File: config.mk
export PLATFORM = sky130hd
export DESIGN_NAME = token_unescape_decoder_core
export DESIGN_NICKNAME = d
export VERILOG_FILES = /design/src/hw/rtl/tud_pkg.sv /design/src/hw/rtl/tud_front.sv /design/src/hw/rtl/tud_queue.sv /design/src/hw/rtl/tud_back.sv /design/src/hw/rtl/token_unescape_decoder_core.sv
export SDC_FILE = /design/constraint.sdc
export NUM_CORES = 1
export LEC_CHECK = 0
export ABC_AREA = 1
export BUFFER_PORTS_ARGS = -buffer_cell sky130_fd_sc_hd__buf_2
export CAP_MARGIN = 20
export CORE_MARGIN = 8
export CORE_UTILIZATION = 30
export CTS_CLUSTER_DIAMETER = 200
export DETAILED_ROUTE_END_ITERATION = 7
export PLACE_DENSITY = 0.44
export REMOVE_ABC_BUFFERS = 1
export SLEW_MARGIN = 10
export SYNTH_ARGS = -nofsm -noshare
export SYNTH_HDL_FRONTEND = slang
export SYNTH_SLANG_ARGS = --single-unit
File: constraint.sdc
create_clock -name clk -period 5.4 [get_ports clk]
set_input_delay 0.54 -clock clk [delete_from_list [all_inputs] [get_ports clk]]
set_output_delay 0.54 -clock clk [all_outputs]
set_load 0.01 [all_outputs]
File: src/hw/rtl/tud_pkg.sv
// Shared types, codes and lookup functions of the token unescape decoder.
// Used by tud_front, tud_queue, tud_back and the top level; depends on nothing.
package tud_pkg;

    // Queue between front and back
    localparam int QUEUE_DEPTH = 4;
    localparam int QPTR_W      = $clog2(QUEUE_DEPTH);

    // Entity table: five names, held letters at most four
    localparam int ENT_NUM     = 5;
    localparam int ENT_HOLD    = 4;
    localparam int ENT_CNT_W   = 3;

    // Cause codes of a token end
    localparam logic [1:0] CAUSE_TERM  = 2'd0;
    localparam logic [1:0] CAUSE_QUOTE = 2'd1;
    localparam logic [1:0] CAUSE_NUL   = 2'd2;
    localparam logic [1:0] CAUSE_EOI   = 2'd3;

    // Byte codes
    localparam logic [7:0] CH_NUL   = 8'h00;
    localparam logic [7:0] CH_QUOTE = 8'h22;
    localparam logic [7:0] CH_AMP   = 8'h26;
    localparam logic [7:0] CH_BSL   = 8'h5C;

    // What closes a run of results
    typedef enum logic [1:0] {
        KIND_NONE,
        KIND_CHAR,
        KIND_END
    } kind_t;

    // One queued run: optional '&' plus held letters, then an optional final result
    typedef struct packed {
        logic                          amp;
        logic [ENT_CNT_W-1:0]          nlet;
        logic [ENT_HOLD-1:0][7:0]      letters;
        kind_t                         kind;
        logic [1:0]                    cause;
        logic [7:0]                    fin_byte;
        logic                          quoted;
    } desc_t;

    // One result item as registered on the output
    typedef struct packed {
        logic [7:0] char_out;
        logic       char_valid;
        logic       token_end;
        logic [1:0] end_cause;
        logic [7:0] terminator_byte;
        logic       was_quoted;
        logic       last_of_run;
    } result_t;

    // Whitespace skipped before a token (space, 0x09..0x0D)
    function automatic logic is_space(input logic [7:0] c);
        return (c == 8'h20) || (c >= 8'h09 && c <= 8'h0D);
    endfunction

    // Bytes that end an unquoted token
    function automatic logic is_term(input logic [7:0] c);
        return (c == 8'h20) || (c == 8'h09) || (c == 8'h0A) || (c == 8'h0D) ||
               (c == 8'h0B) || (c == 8'h3E) || (c == CH_BSL) || (c == 8'h3D);
    endfunction

    // Backslash escape decode
    function automatic logic [7:0] esc_byte(input logic [7:0] c);
        logic [7:0] r;
        unique case (c)
            8'h61:   r = 8'h07; // a
            8'h62:   r = 8'h08; // b
            8'h66:   r = 8'h0C; // f
            8'h6E:   r = 8'h0A; // n
            8'h72:   r = 8'h0D; // r
            8'h74:   r = 8'h09; // t
            8'h76:   r = 8'h0B; // v
            default: r = c;
        endcase
        return r;
    endfunction

    // Entity names, left aligned, NUL padded
    function automatic logic [39:0] ent_name(input logic [2:0] i);
        logic [39:0] r;
        unique case (i)
            3'd0:    r = "quot;";
            3'd1:    r = {"amp;", 8'h00};
            3'd2:    r = "apos;";
            3'd3:    r = {"lt;", 16'h0000};
            3'd4:    r = {"gt;", 16'h0000};
            default: r = '0;
        endcase
        return r;
    endfunction

    function automatic logic [7:0] ent_char(input logic [2:0] i, input logic [2:0] pos);
        logic [39:0] n;
        logic [7:0]  r;
        n = ent_name(i);
        unique case (pos)
            3'd0:    r = n[39:32];
            3'd1:    r = n[31:24];
            3'd2:    r = n[23:16];
            3'd3:    r = n[15:8];
            3'd4:    r = n[7:0];
            default: r = 8'h00;
        endcase
        return r;
    endfunction

    function automatic logic [2:0] ent_len(input logic [2:0] i);
        logic [2:0] r;
        unique case (i)
            3'd0, 3'd2: r = 3'd5;
            3'd1:       r = 3'd4;
            default:    r = 3'd3;
        endcase
        return r;
    endfunction

    function automatic logic [7:0] ent_val(input logic [2:0] i);
        logic [7:0] r;
        unique case (i)
            3'd0:    r = 8'h22;
            3'd1:    r = 8'h26;
            3'd2:    r = 8'h27;
            3'd3:    r = 8'h3C;
            default: r = 8'h3E;
        endcase
        return r;
    endfunction

endpackage

File: src/hw/rtl/tud_front.sv
// Front of the token unescape decoder: takes one byte per transfer, tracks the
// tokenizer state and turns each byte into at most one run descriptor. Depends on tud_pkg.
module tud_front (
    input  logic                clk,
    input  logic                rst_n,
    input  logic [7:0]          char_in,
    input  logic                end_of_input,
    input  logic                accept,
    output logic                push,
    output tud_pkg::desc_t      push_desc
);

    typedef enum logic [1:0] {
        PH_SKIP,
        PH_BODY,
        PH_ESC,
        PH_ENT
    } phase_t;

    phase_t                             phase_reg, phase_next;
    logic                               quoted_reg, quoted_next;
    logic [tud_pkg::ENT_CNT_W-1:0]      cnt_reg, cnt_next;
    logic [tud_pkg::ENT_HOLD-1:0][7:0]  letters_reg, letters_next;

    // Body byte handling, shared by skip, body and failed-entity paths
    logic                   b_quoted;
    tud_pkg::kind_t         b_kind;
    logic [1:0]             b_cause;
    logic [7:0]             b_byte;
    phase_t                 b_phase;

    always_comb
    begin
        b_quoted = (phase_reg == PH_SKIP) ? 1'b0 : quoted_reg;
        b_kind   = tud_pkg::KIND_NONE;
        b_cause  = tud_pkg::CAUSE_TERM;
        b_byte   = 8'h00;
        b_phase  = PH_BODY;
        priority if (char_in == tud_pkg::CH_NUL)
        begin
            b_kind  = tud_pkg::KIND_END;
            b_cause = tud_pkg::CAUSE_NUL;
            b_phase = PH_SKIP;
        end
        else if (b_quoted && char_in == tud_pkg::CH_QUOTE)
        begin
            b_kind  = tud_pkg::KIND_END;
            b_cause = tud_pkg::CAUSE_QUOTE;
            b_phase = PH_SKIP;
        end
        else if (b_quoted && char_in == tud_pkg::CH_BSL)
        begin
            b_phase = PH_ESC;
        end
        else if (!b_quoted && tud_pkg::is_term(char_in))
        begin
            b_kind  = tud_pkg::KIND_END;
            b_cause = tud_pkg::CAUSE_TERM;
            b_byte  = char_in;
            b_phase = PH_SKIP;
        end
        else if (char_in == tud_pkg::CH_AMP)
        begin
            b_phase = PH_ENT;
        end
        else
        begin
            b_kind = tud_pkg::KIND_CHAR;
            b_byte = char_in;
        end
    end

    // Entity name match against held letters plus this byte
    logic       e_hit;
    logic       e_done;
    logic [7:0] e_val;

    always_comb
    begin
        logic ok;
        e_hit  = 1'b0;
        e_done = 1'b0;
        e_val  = 8'h00;
        for (int i = 0; i < tud_pkg::ENT_NUM; i++)
        begin
            ok = cnt_reg < tud_pkg::ent_len(3'(i));
            for (int j = 0; j < tud_pkg::ENT_HOLD; j++)
            begin
                if (3'(j) < cnt_reg && tud_pkg::ent_char(3'(i), 3'(j)) != letters_reg[j])
                    ok = 1'b0;
            end
            if (!e_hit && ok && tud_pkg::ent_char(3'(i), cnt_reg) == char_in)
            begin
                e_hit  = 1'b1;
                e_done = (cnt_reg + 3'd1) == tud_pkg::ent_len(3'(i));
                e_val  = tud_pkg::ent_val(3'(i));
            end
        end
    end

    // Next state and run descriptor
    always_comb
    begin
        phase_next   = phase_reg;
        quoted_next  = quoted_reg;
        cnt_next     = cnt_reg;
        letters_next = letters_reg;
        push_desc          = '0;
        push_desc.letters  = letters_reg;
        push_desc.quoted   = quoted_reg;
        push_desc.kind     = tud_pkg::KIND_NONE;
        if (end_of_input)
        begin
            push_desc.amp   = (phase_reg == PH_ENT);
            push_desc.nlet  = (phase_reg == PH_ENT) ? cnt_reg : '0;
            push_desc.kind  = tud_pkg::KIND_END;
            push_desc.cause = tud_pkg::CAUSE_EOI;
            phase_next      = PH_SKIP;
        end
        else
        begin
            unique case (phase_reg)
                PH_SKIP:
                begin
                    if (!tud_pkg::is_space(char_in))
                    begin
                        cnt_next = '0;
                        if (char_in == tud_pkg::CH_QUOTE)
                        begin
                            phase_next  = PH_BODY;
                            quoted_next = 1'b1;
                        end
                        else
                        begin
                            quoted_next        = 1'b0;
                            push_desc.quoted   = 1'b0;
                            push_desc.kind     = b_kind;
                            push_desc.cause    = b_cause;
                            push_desc.fin_byte = b_byte;
                            phase_next         = b_phase;
                        end
                    end
                end
                PH_BODY:
                begin
                    push_desc.kind     = b_kind;
                    push_desc.cause    = b_cause;
                    push_desc.fin_byte = b_byte;
                    phase_next         = b_phase;
                end
                PH_ESC:
                begin
                    push_desc.kind     = tud_pkg::KIND_CHAR;
                    push_desc.fin_byte = tud_pkg::esc_byte(char_in);
                    phase_next         = PH_BODY;
                end
                PH_ENT:
                begin
                    if (e_hit && e_done)
                    begin
                        push_desc.kind     = tud_pkg::KIND_CHAR;
                        push_desc.fin_byte = e_val;
                        phase_next         = PH_BODY;
                    end
                    else if (e_hit)
                    begin
                        letters_next[cnt_reg[1:0]] = char_in;
                        cnt_next                   = cnt_reg + 3'd1;
                    end
                    else
                    begin
                        // failed entity: flush '&' and letters, then rehandle byte;
                        // a breaking '&' opens a fresh entity
                        push_desc.amp      = 1'b1;
                        push_desc.nlet     = cnt_reg;
                        push_desc.kind     = b_kind;
                        push_desc.cause    = b_cause;
                        push_desc.fin_byte = b_byte;
                        phase_next         = b_phase;
                        cnt_next           = '0;
                    end
                end
                default:
                begin
                    phase_next = PH_SKIP;
                end
            endcase
        end
        // token end or entity start/finish clears the letter count
        if (phase_next != PH_ENT)
            cnt_next = '0;
        else if (phase_reg != PH_ENT)
            cnt_next = '0;
        if (phase_next == PH_SKIP)
            quoted_next = 1'b0;
    end

    assign push = accept && (push_desc.amp || push_desc.kind != tud_pkg::KIND_NONE);

    // Tokenizer state
    always_ff @(posedge clk or negedge rst_n)
    begin
        if (!rst_n)
        begin
            phase_reg  <= PH_SKIP;
            quoted_reg <= 1'b0;
            cnt_reg    <= '0;
        end
        else if (accept)
        begin
            phase_reg  <= phase_next;
            quoted_reg <= quoted_next;
            cnt_reg    <= cnt_next;
        end
    end

    // Held entity letters, only read below the count
    always_ff @(posedge clk)
    begin
        if (accept)
            letters_reg <= letters_next;
    end

endmodule

File: src/hw/rtl/tud_queue.sv
// Short descriptor queue between front and back of the token unescape decoder.
// Depends on tud_pkg.
module tud_queue (
    input  logic                clk,
    input  logic                rst_n,
    input  logic                push,
    input  tud_pkg::desc_t      push_desc,
    output logic                full,
    input  logic                pop,
    output logic                not_empty,
    output tud_pkg::desc_t      head
);

    tud_pkg::desc_t                 entries_reg [tud_pkg::QUEUE_DEPTH];
    logic [tud_pkg::QPTR_W-1:0]     wr_ptr_reg, rd_ptr_reg;
    logic [tud_pkg::QPTR_W:0]       count_reg, count_next;

    assign full      = count_reg == (tud_pkg::QPTR_W+1)'(tud_pkg::QUEUE_DEPTH);
    assign not_empty = count_reg != '0;
    assign head      = entries_reg[rd_ptr_reg];

    // occupancy
    always_comb
    begin
        count_next = count_reg;
        unique case ({push, pop})
            2'b10:   count_next = count_reg + (tud_pkg::QPTR_W+1)'(1);
            2'b01:   count_next = count_reg - (tud_pkg::QPTR_W+1)'(1);
            default: count_next = count_reg;
        endcase
    end

    // pointers
    always_ff @(posedge clk or negedge rst_n)
    begin
        if (!rst_n)
        begin
            wr_ptr_reg <= '0;
            rd_ptr_reg <= '0;
            count_reg  <= '0;
        end
        else
        begin
            if (push)
                wr_ptr_reg <= wr_ptr_reg + (tud_pkg::QPTR_W)'(1);
            if (pop)
                rd_ptr_reg <= rd_ptr_reg + (tud_pkg::QPTR_W)'(1);
            count_reg <= count_next;
        end
    end

    // storage
    always_ff @(posedge clk)
    begin
        if (push)
            entries_reg[wr_ptr_reg] <= push_desc;
    end

endmodule

File: src/hw/rtl/tud_back.sv
// Back of the token unescape decoder: expands each run descriptor into result
// items into an output register, one per cycle unless out_stall holds it. Depends on tud_pkg.
module tud_back (
    input  logic                clk,
    input  logic                rst_n,
    input  logic                not_empty,
    input  tud_pkg::desc_t      head,
    output logic                pop,
    input  logic                out_stall,
    output logic                out_valid,
    output tud_pkg::result_t    result
);

    tud_pkg::desc_t     cur_reg;
    logic               cur_valid_reg;
    logic [2:0]         idx_reg;
    logic               out_valid_reg;
    tud_pkg::result_t   result_reg, elem;

    logic       can_load, emit, is_last;
    logic [2:0] total;
    logic [1:0] lidx;

    assign can_load = !out_valid_reg || !out_stall;
    assign emit     = cur_valid_reg && can_load;
    assign total    = (cur_reg.amp ? cur_reg.nlet + 3'd1 : 3'd0) +
                      ((cur_reg.kind != tud_pkg::KIND_NONE) ? 3'd1 : 3'd0);
    assign is_last  = idx_reg == (total - 3'd1);
    assign pop      = not_empty && (!cur_valid_reg || (emit && is_last));
    assign lidx     = idx_reg[1:0] - 2'd1;

    // result at the current position of the run
    always_comb
    begin
        elem             = '0;
        elem.was_quoted  = cur_reg.quoted;
        elem.last_of_run = is_last;
        if (cur_reg.amp && idx_reg == 3'd0)
        begin
            elem.char_out   = tud_pkg::CH_AMP;
            elem.char_valid = 1'b1;
        end
        else if (cur_reg.amp && idx_reg <= cur_reg.nlet)
        begin
            elem.char_out   = cur_reg.letters[lidx];
            elem.char_valid = 1'b1;
        end
        else
        begin
            unique case (cur_reg.kind)
                tud_pkg::KIND_CHAR:
                begin
                    elem.char_out   = cur_reg.fin_byte;
                    elem.char_valid = 1'b1;
                end
                tud_pkg::KIND_END:
                begin
                    elem.token_end       = 1'b1;
                    elem.end_cause       = cur_reg.cause;
                    elem.terminator_byte = cur_reg.fin_byte;
                end
                default:
                begin
                    elem.char_valid = 1'b0;
                end
            endcase
        end
    end

    // run sequencer and output register
    always_ff @(posedge clk or negedge rst_n)
    begin
        if (!rst_n)
        begin
            cur_valid_reg <= 1'b0;
            idx_reg       <= '0;
            out_valid_reg <= 1'b0;
        end
        else
        begin
            if (pop)
            begin
                cur_valid_reg <= 1'b1;
                idx_reg       <= '0;
            end
            else if (emit)
            begin
                cur_valid_reg <= !is_last;
                idx_reg       <= idx_reg + 3'd1;
            end
            if (can_load)
                out_valid_reg <= emit;
        end
    end

    always_ff @(posedge clk)
    begin
        if (pop)
            cur_reg <= head;
        if (emit)
            result_reg <= elem;
    end

    assign out_valid = out_valid_reg;
    assign result    = result_reg;

endmodule

File: src/hw/rtl/token_unescape_decoder_core.sv
// channel | direction | handshake              | payload
// input   | in        | in_valid / in_stall    | char_in, end_of_input
// output  | out       | out_valid / out_stall  | char_out .. last_of_run
//
// One input byte per cycle while in_stall is low; the back gives one result per
// cycle unless out_stall holds it, so a byte that flushes a failed entity
// gives up to six results. An input byte reaches the output through the
// four-entry descriptor queue, the current-run register and the output register.
// in_stall rises only while that queue is full; out_stall holds the output register.
// Reset (rst_n, asynchronous) returns to skipping whitespace with an empty queue.
// Depends on tud_pkg, tud_front, tud_queue and tud_back.
module token_unescape_decoder_core (
    input  logic        clk,
    input  logic        rst_n,
    input  logic        in_valid,
    output logic        in_stall,
    input  logic [7:0]  char_in,
    input  logic        end_of_input,
    output logic        out_valid,
    input  logic        out_stall,
    output logic [7:0]  char_out,
    output logic        char_valid,
    output logic        token_end,
    output logic [1:0]  end_cause,
    output logic [7:0]  terminator_byte,
    output logic        was_quoted,
    output logic        last_of_run
);

    logic               full, accept, push, pop, not_empty;
    tud_pkg::desc_t     push_desc, head;
    tud_pkg::result_t   result;

    assign in_stall = full;
    assign accept   = in_valid && !full;

    tud_front u_front (
        .clk          (clk),
        .rst_n        (rst_n),
        .char_in      (char_in),
        .end_of_input (end_of_input),
        .accept       (accept),
        .push         (push),
        .push_desc    (push_desc)
    );

    tud_queue u_queue (
        .clk       (clk),
        .rst_n     (rst_n),
        .push      (push),
        .push_desc (push_desc),
        .full      (full),
        .pop       (pop),
        .not_empty (not_empty),
        .head      (head)
    );

    tud_back u_back (
        .clk       (clk),
        .rst_n     (rst_n),
        .not_empty (not_empty),
        .head      (head),
        .pop       (pop),
        .out_stall (out_stall),
        .out_valid (out_valid),
        .result    (result)
    );

    assign char_out        = result.char_out;
    assign char_valid      = result.char_valid;
    assign token_end       = result.token_end;
    assign end_cause       = result.end_cause;
    assign terminator_byte = result.terminator_byte;
    assign was_quoted      = result.was_quoted;
    assign last_of_run     = result.last_of_run;

endmodule

==> results of run 1 <==
==> synth_stat cells, drive strengths merged, types with 4 or more instances <==
cell type and n:
a21oi 26, a311oi 5, inv 110, clkinv 4, nand4 14, nand2 211, ha 22, buf 5
dfrtp 18, o21ai 139, xor2 8, xnor2 4, nor3 15, nor2 236, o22ai 49, edfxtp 299
clkbuf 44, a221oi 4, nand3 53
==> through the flow <==
| step | hold WS (ps) | setup WS (ps) | cells |
|---|---|---|---|
| after floorplan | 244 | 234 | 1241 |
| after global placement | 403 | 1100 | 1897 |
| after detailed placement | 419 | 1030 | 1897 |
| after CTS | 223 | 1010 | 1960 |
| after global routing | 264 | 686 | 1960 |
| final | 249 | 994 | 1960 |
==> metal layers <==
layer  global-route usage  share of wire  vias up
met5                    0              0        -
met4               0.0424          0.023        0
met3               0.0223          0.049       58
met2                0.232           0.48      233
met1                0.185           0.45     4595
li1                     -              -     4584
==> kinds of logic (layout without fill, tap and decap cells) <==
family / count (synthesis) / in the layout / share of synthesized area
buffers and inverters: 163 / 226 / 0.0451
xor gates and xnor gates: 12 / 12 / 0.00745
AOI/OAI and AO/OA: 242 / 242 / 0.0977
adders and majority gates: 23 / 23 / 0.0209
and+or+nand+nor: 533 / 533 / 0.161
DFF: 317 / 317 / 0.668
==> worst min-delay path, delay by kind of cell <==
family	cells	cell delay [ps]
simple gates	2	140
buf+inv	1	70
==> where the power goes <==
group	switching [mW]	internal, mW	leakage [nW]
logic	1.98	0.794	2.37
clock network	0.959	1.35	0.533
registers	0.223	3.55	2.98
total	3.16	5.70	5.89
==> how the worst max path moves through the flow <==
stage	slack (ps)	from	to
after global placement	1100	u_front.cnt_reg[0]	u_queue.count_reg[2]
after CTS	1010	u_front.cnt_reg[0]	u_queue.count_reg[2]
after detailed placement	1030	u_front.cnt_reg[0]	u_queue.count_reg[2]
after floorplan	230	u_front.cnt_reg[0]	u_queue.entries_reg[0][0]
final	990	u_front.cnt_reg[0]	u_queue.count_reg[2]
after global routing	690	u_front.cnt_reg[0]	u_queue.count_reg[2]
==> what timing repair did <==
item / in CTS / in global routing
hold endpoints to repair: 7 / 0
setup buffers: 0 / 0
endpoints found under the setup margin: 0 / 0
hold buffers: 1 / 0
resized for setup: 0 / 0
==> layout make-up <==
cell class	instances	area, sq um	share of cell area
flip-flops and latches	317	9430	0.584
repair buffers	50	338	0.0209
clock buffers	46	960	0.0595
clock inverters	16	141	0.00876
multi-input cells	810	4080	0.253
well taps	607	759	0.0471
inverters	114	430	0.0267
==> results.py, run 1 <==
metrics = {
    "global_route": {
        "grt_usage": 0.139,
        "globalRouteOverflowTotal": 0,
        "grt_max_degree": 97,
        "antenna_found_initial": 1,
        "grt_pass1_vias": 9354,
        "grt_first_pass_wirelength_microns": 57400,
    },
    "worst_hold_path": {
        "hold_depth": 3,
        "holdPathEnd": "u_back.out_valid",
        "min_path_type": "input pin to flip-flop",
        "worstHoldStart": "out_stall",
    },
    "yosys": {
        "postSynthAreaPerCell_sq_um": 10.9,
        "yosys-top-cells-area": "edfxtp_1, nor2_1, nand2_1, o21ai_0, dfrtp_1",
        "synth_edf_count": 299,
        "synth_largest_area_cell": "edfxtp_1",
        "synth_top_area_share": 0.636,
        "postSynth.asyncResetShare": 0.0568,
        "ys_types": 47,
        "postSynthCellCount": 1290,
        "syn_area_sq_um": 14100,
        "yosysWarnings": 0,
        "synth.yosys.seq_area_share": 0.668,
        "ys_seq_elements": 317,
        "synth_ff_type": "edfxtp_1",
    },
    "drt": {
        "dr.pass1.iters": 5,
        "drc": 0,
        "first_iter_violations": 753,
        "wl_microns": 37900,
        "wl_per_cell_microns": 19.3,
        "num_vias": 9470,
        "antenna_left": 0,
        "vias_per_cell": 4.83,
    },
    "critical_path": {
        "path_depth": 27,
        "crit_path_max_fanout": 11,
        "critPathTopFamily": "simple AND/OR/NAND/NOR gates",
        "end_kind": "flip-flop",
        "r2r_cells": 27,
        "cp.required_ps": 5800,
        "ff2ff_setup_slack_ps": 990,
        "cpMostUsedCell": "nand2_2",
        "slowest_stage": "dfrtp_1",
        "worstReg2RegEnd": "u_queue.count_reg[2]",
        "slowest_delay_ps": 680,
        "worstPathArrival_ps": 4800,
        "startpoint_type": "flip-flop",
        "worstSetupPathType": "flip-flop to flip-flop",
        "reg2reg_from": "u_front.cnt_reg[0]",
        "cp.buffers_inverters": 4,
    },
    "timing": {
        "finalClockSkew_ps": 19.1,
        "setup_tns_ps": 0,
        "maxSlewViolCount": 0,
        "clock.fmax_mhz": 227,
        "rsz0062_at_grt": "no",
        "post-route-period-util": 0.816,
        "finalCriticalPeriod_ps": 4410,
        "worstMarginPinSlew_ps": 1040,
        "maxSlewHeadroom": 0.309,
        "setup_viol_count_final": 0,
        "hold_viol": 0,
    },
    "power_and_ir_drop": {
        "ir_drop_v": 0.000325,
        "leakagePower_nw": 5.89,
        "power_mw": 8.86,
        "powerDensity_nw_per_um2": 549,
    },
    "final_layout": {
        "num_antenna_cells": 0,
        "design_area_sq_um": 16100,
        "fin_util": 0.347,
        "nets": 1365,
        "n_fill_cell": 4638,
        "layout_common_cells": "edfxtp_1, nor2_1, nand2_1",
        "final_common_cell": "edfxtp_1",
        "largest_reg_flops": 196,
        "areaGrowthSynthToFinish_pct": 14.3,
        "final_layout_size_suffix_gt1_frac": 0.109,
    },
    "placed_design": {
        "io_buffers": 36,
        "place_congestion": 0.904,
        "placed_area_sq_um": 15000,
        "place_hpwl_microns": 23900,
    },
    "floorplan": {
        "ios": 37,
        "coreArea_sq_um": 46500,
        "rows": 79,
        "fp.dieW_microns": 233,
        "initial_core_util": 0.304,
        "dieArea_sq_um": 54200,
        "die_y_microns": 233,
    },
    "job": {
        "drv_cap": 0,
    },
    "cts": {
        "htree_levels": 2,
        "clockBufferDepth": 3,
        "clk_latency_ps": 530,
        "cts_root_buffer": "clkbuf_16",
        "clkSlewWorstSetupHoldPaths_ps": 60,
        "cts_tree": "done",
        "cts_made_buffers": 36,
        "cts.sinks": 317,
    },
    "outcome": {
        "status": "finished clean",
    },
}
(Power assumes the default switching activity.)
==> run 2, diff against run 1 <==
--- a/config.mk
+++ b/config.mk
@@ -12,7 +12,7 @@
 export CORE_UTILIZATION = 30
 export CTS_CLUSTER_DIAMETER = 200
 export DETAILED_ROUTE_END_ITERATION = 7
-export PLACE_DENSITY = 0.44
+export PLACE_DENSITY = 0.42
 export REMOVE_ABC_BUFFERS = 1
 export SLEW_MARGIN = 10
 export SYNTH_ARGS = -nofsm -noshare
==> constraint.sdc (replaced) <==
create_clock -name clk -period 4.1 [get_ports clk]
set_input_delay 0.41 -clock clk [delete_from_list [all_inputs] [get_ports clk]]
set_output_delay 0.41 -clock clk [all_outputs]
set_load 0.01 [all_outputs]
==> results.py, run 2 (synthesized netlist as in run 1, its figures left out) <==
metrics = {
    "outcome": {
        "status": "finished clean",
    },
    "final_layout": {
        "fin_cells": 1997,
        "areaGrowthSynthToFinish_pct": 16.5,
        "final_layout_size_suffix_gt1_frac": 0.130,
        "largest_reg_flops": 196,
        "nets": 1399,
        "final_common_cell": "edfxtp_1",
        "layout_common_cells": "edfxtp_1, nor2_1, nand2_1",
        "fin_util": 0.354,
        "num_antenna_cells": 0,
    },
    "critical_path": {
        "cp.required_ps": 4330,
        "worstPathArrival_ps": 3990,
        "crit_path_max_fanout": 23,
        "startpoint_type": "flip-flop",
        "end_kind": "flip-flop",
        "worstSetupPathType": "flip-flop to flip-flop",
    },
    "timing": {
        "rsz0062_at_grt": "no",
        "setup_viol_count_final": 0,
        "hold_viol": 0,
        "clock.fmax_mhz": 266,
        "finalCriticalPeriod_ps": 3760,
        "finalClockSkew_ps": 21.8,
        "maxSlewHeadroom": 0.397,
        "worstMarginPinSlew_ps": 903,
        "post-route-period-util": 0.917,
        "maxSlewViolCount": 0,
    },
    "worst_hold_path": {
        "min_path_type": "input pin to flip-flop",
    },
    "placed_design": {
        "io_buffers": 36,
        "dpl.cell_count": 1929,
        "place_hpwl_microns": 25900,
        "place_congestion": 0.912,
    },
    "drt": {
        "drc": 0,
        "vias_per_cell": 4.79,
        "dr.pass1.iters": 5,
        "antenna_left": 0,
        "wl_microns": 39200,
        "first_iter_violations": 649,
        "num_vias": 9573,
        "wl_per_cell_microns": 19.6,
    },
    "cts": {
        "cts_tree": "done",
        "cts_root_buffer": "clkbuf_16",
        "clockBufferDepth": 3,
        "clkSlewWorstSetupHoldPaths_ps": 60,
        "cts.sinks": 317,
        "cts_made_buffers": 37,
        "clk_latency_ps": 550,
        "htree_levels": 2,
    },
    "global_route": {
        "antenna_found_initial": 0,
        "grt_first_pass_wirelength_microns": 59200,
        "globalRouteOverflowTotal": 0,
        "grt_usage": 0.145,
        "grt_pass1_vias": 9336,
        "grt_max_degree": 67,
    },
    "floorplan": {
        "dieArea_sq_um": 54200,
        "rows": 79,
        "fp.dieW_microns": 233,
        "coreArea_sq_um": 46500,
        "initial_core_util": 0.304,
        "ios": 37,
        "die_y_microns": 233,
    },
    "power_and_ir_drop": {
        "leakagePower_nw": 6.08,
        "power_mw": 11.8,
        "powerDensity_nw_per_um2": 718,
        "ir_drop_v": 0.000435,
    },
    "job": {
        "drv_cap": 0,
    },
}
==> run 2: cell count changes in the layout (fill, tap and decap cells not counted), sizes merged <==
cell      delta
clkinv       +7
clkinvlp     -3
buf         +33
==> run 2: path summary, 6_finish.rpt <==
path                               startpoint                          to  slack [ps]  cells after the start
max                        u_front.cnt_reg[1]  u_queue.entries_reg[1][26]         340                     26
min                                 out_stall            u_back.out_valid         120                      3
max reg2reg                u_front.cnt_reg[1]  u_queue.entries_reg[1][26]         340                     26
min reg2reg                 u_back.cur_reg[0]            u_back.result[1]         420                      0
max in group asynchronous               rst_n       u_queue.rd_ptr_reg[0]        3340                      2
min in group asynchronous               rst_n       u_queue.rd_ptr_reg[1]         370                      2
==> run 2: layer usage <==
layer	share of wire	track usage
met5	0	0
met4	0.019	0.0381
met1	0.48	0.198
met2	0.46	0.235
met3	0.041	0.0256
==> run 2: per-stage QoR <==
| stage | cell area [sq um] | TNS [ps] | hold WS [ps] | setup slack, ps |
|---|---|---|---|---|
| 2_1_floorplan | 13900 | -208840 | 114 | -1070 |
| 3_3_place_gp | 15300 | 0 | 401 | 346 |
| 3_5_place_dp | 15300 | 0 | 420 | 338 |
| 4_1_cts | 16400 | 0 | 76.9 | 327 |
| 5_1_grt | 16400 | 0 | 107 | 6.50 |
| 6_report | 16400 | 0 | 117 | 342 |
==> run 2: final cells by class <==
class | instances | area, sq um
fill | 4638 | 30000
clock inverter | 20 | 173
clock buffer | 46 | 960
sequential | 317 | 9430
timing repair buffer | 83 | 611
multi-input combinational | 810 | 4080
inverter | 114 | 430
tap | 607 | 759
==> run 2: report_power, final <==
| group | switching [mW] | total [mW] | internal (mW) | leakage (nW) |
|---|---|---|---|---|
| Combinational | 2.61 | 3.71 | 1.09 | 2.55 |
| Sequential | 0.321 | 5.00 | 4.67 | 2.98 |
| Clock | 1.30 | 3.10 | 1.80 | 0.558 |
==> run 2: what timing repair did <==
item / in CTS / in global routing
hold buffers: 1 / 0
endpoints found under the hold margin: 18 / 0
setup buffers: 0 / 1
setup endpoints to repair: 0 / 2
gates resized for setup: 0 / 1
==> run 2: critical path, cell delays in order, from the launching register on <==
cell,delay [ps]
dfrtp_1,400
inv_2,50
ha_1,280
o21ai_4,280
buf_4,160
nand3_1,60
nand2_1,60
nand2_1,110
inv_2,60
nand2_1,40
nor2_1,110
nand2_2,90
o21ai_1,150
nand2_1,70
nand2_1,80
nand2_2,80
nand2_1,100
inv_2,70
nand2_2,80
nand3_1,70
nand2_1,80
nand2_1,70
nand2_2,100
nand2_4,50
buf_4,190
nor2_4,290
buf_12,240
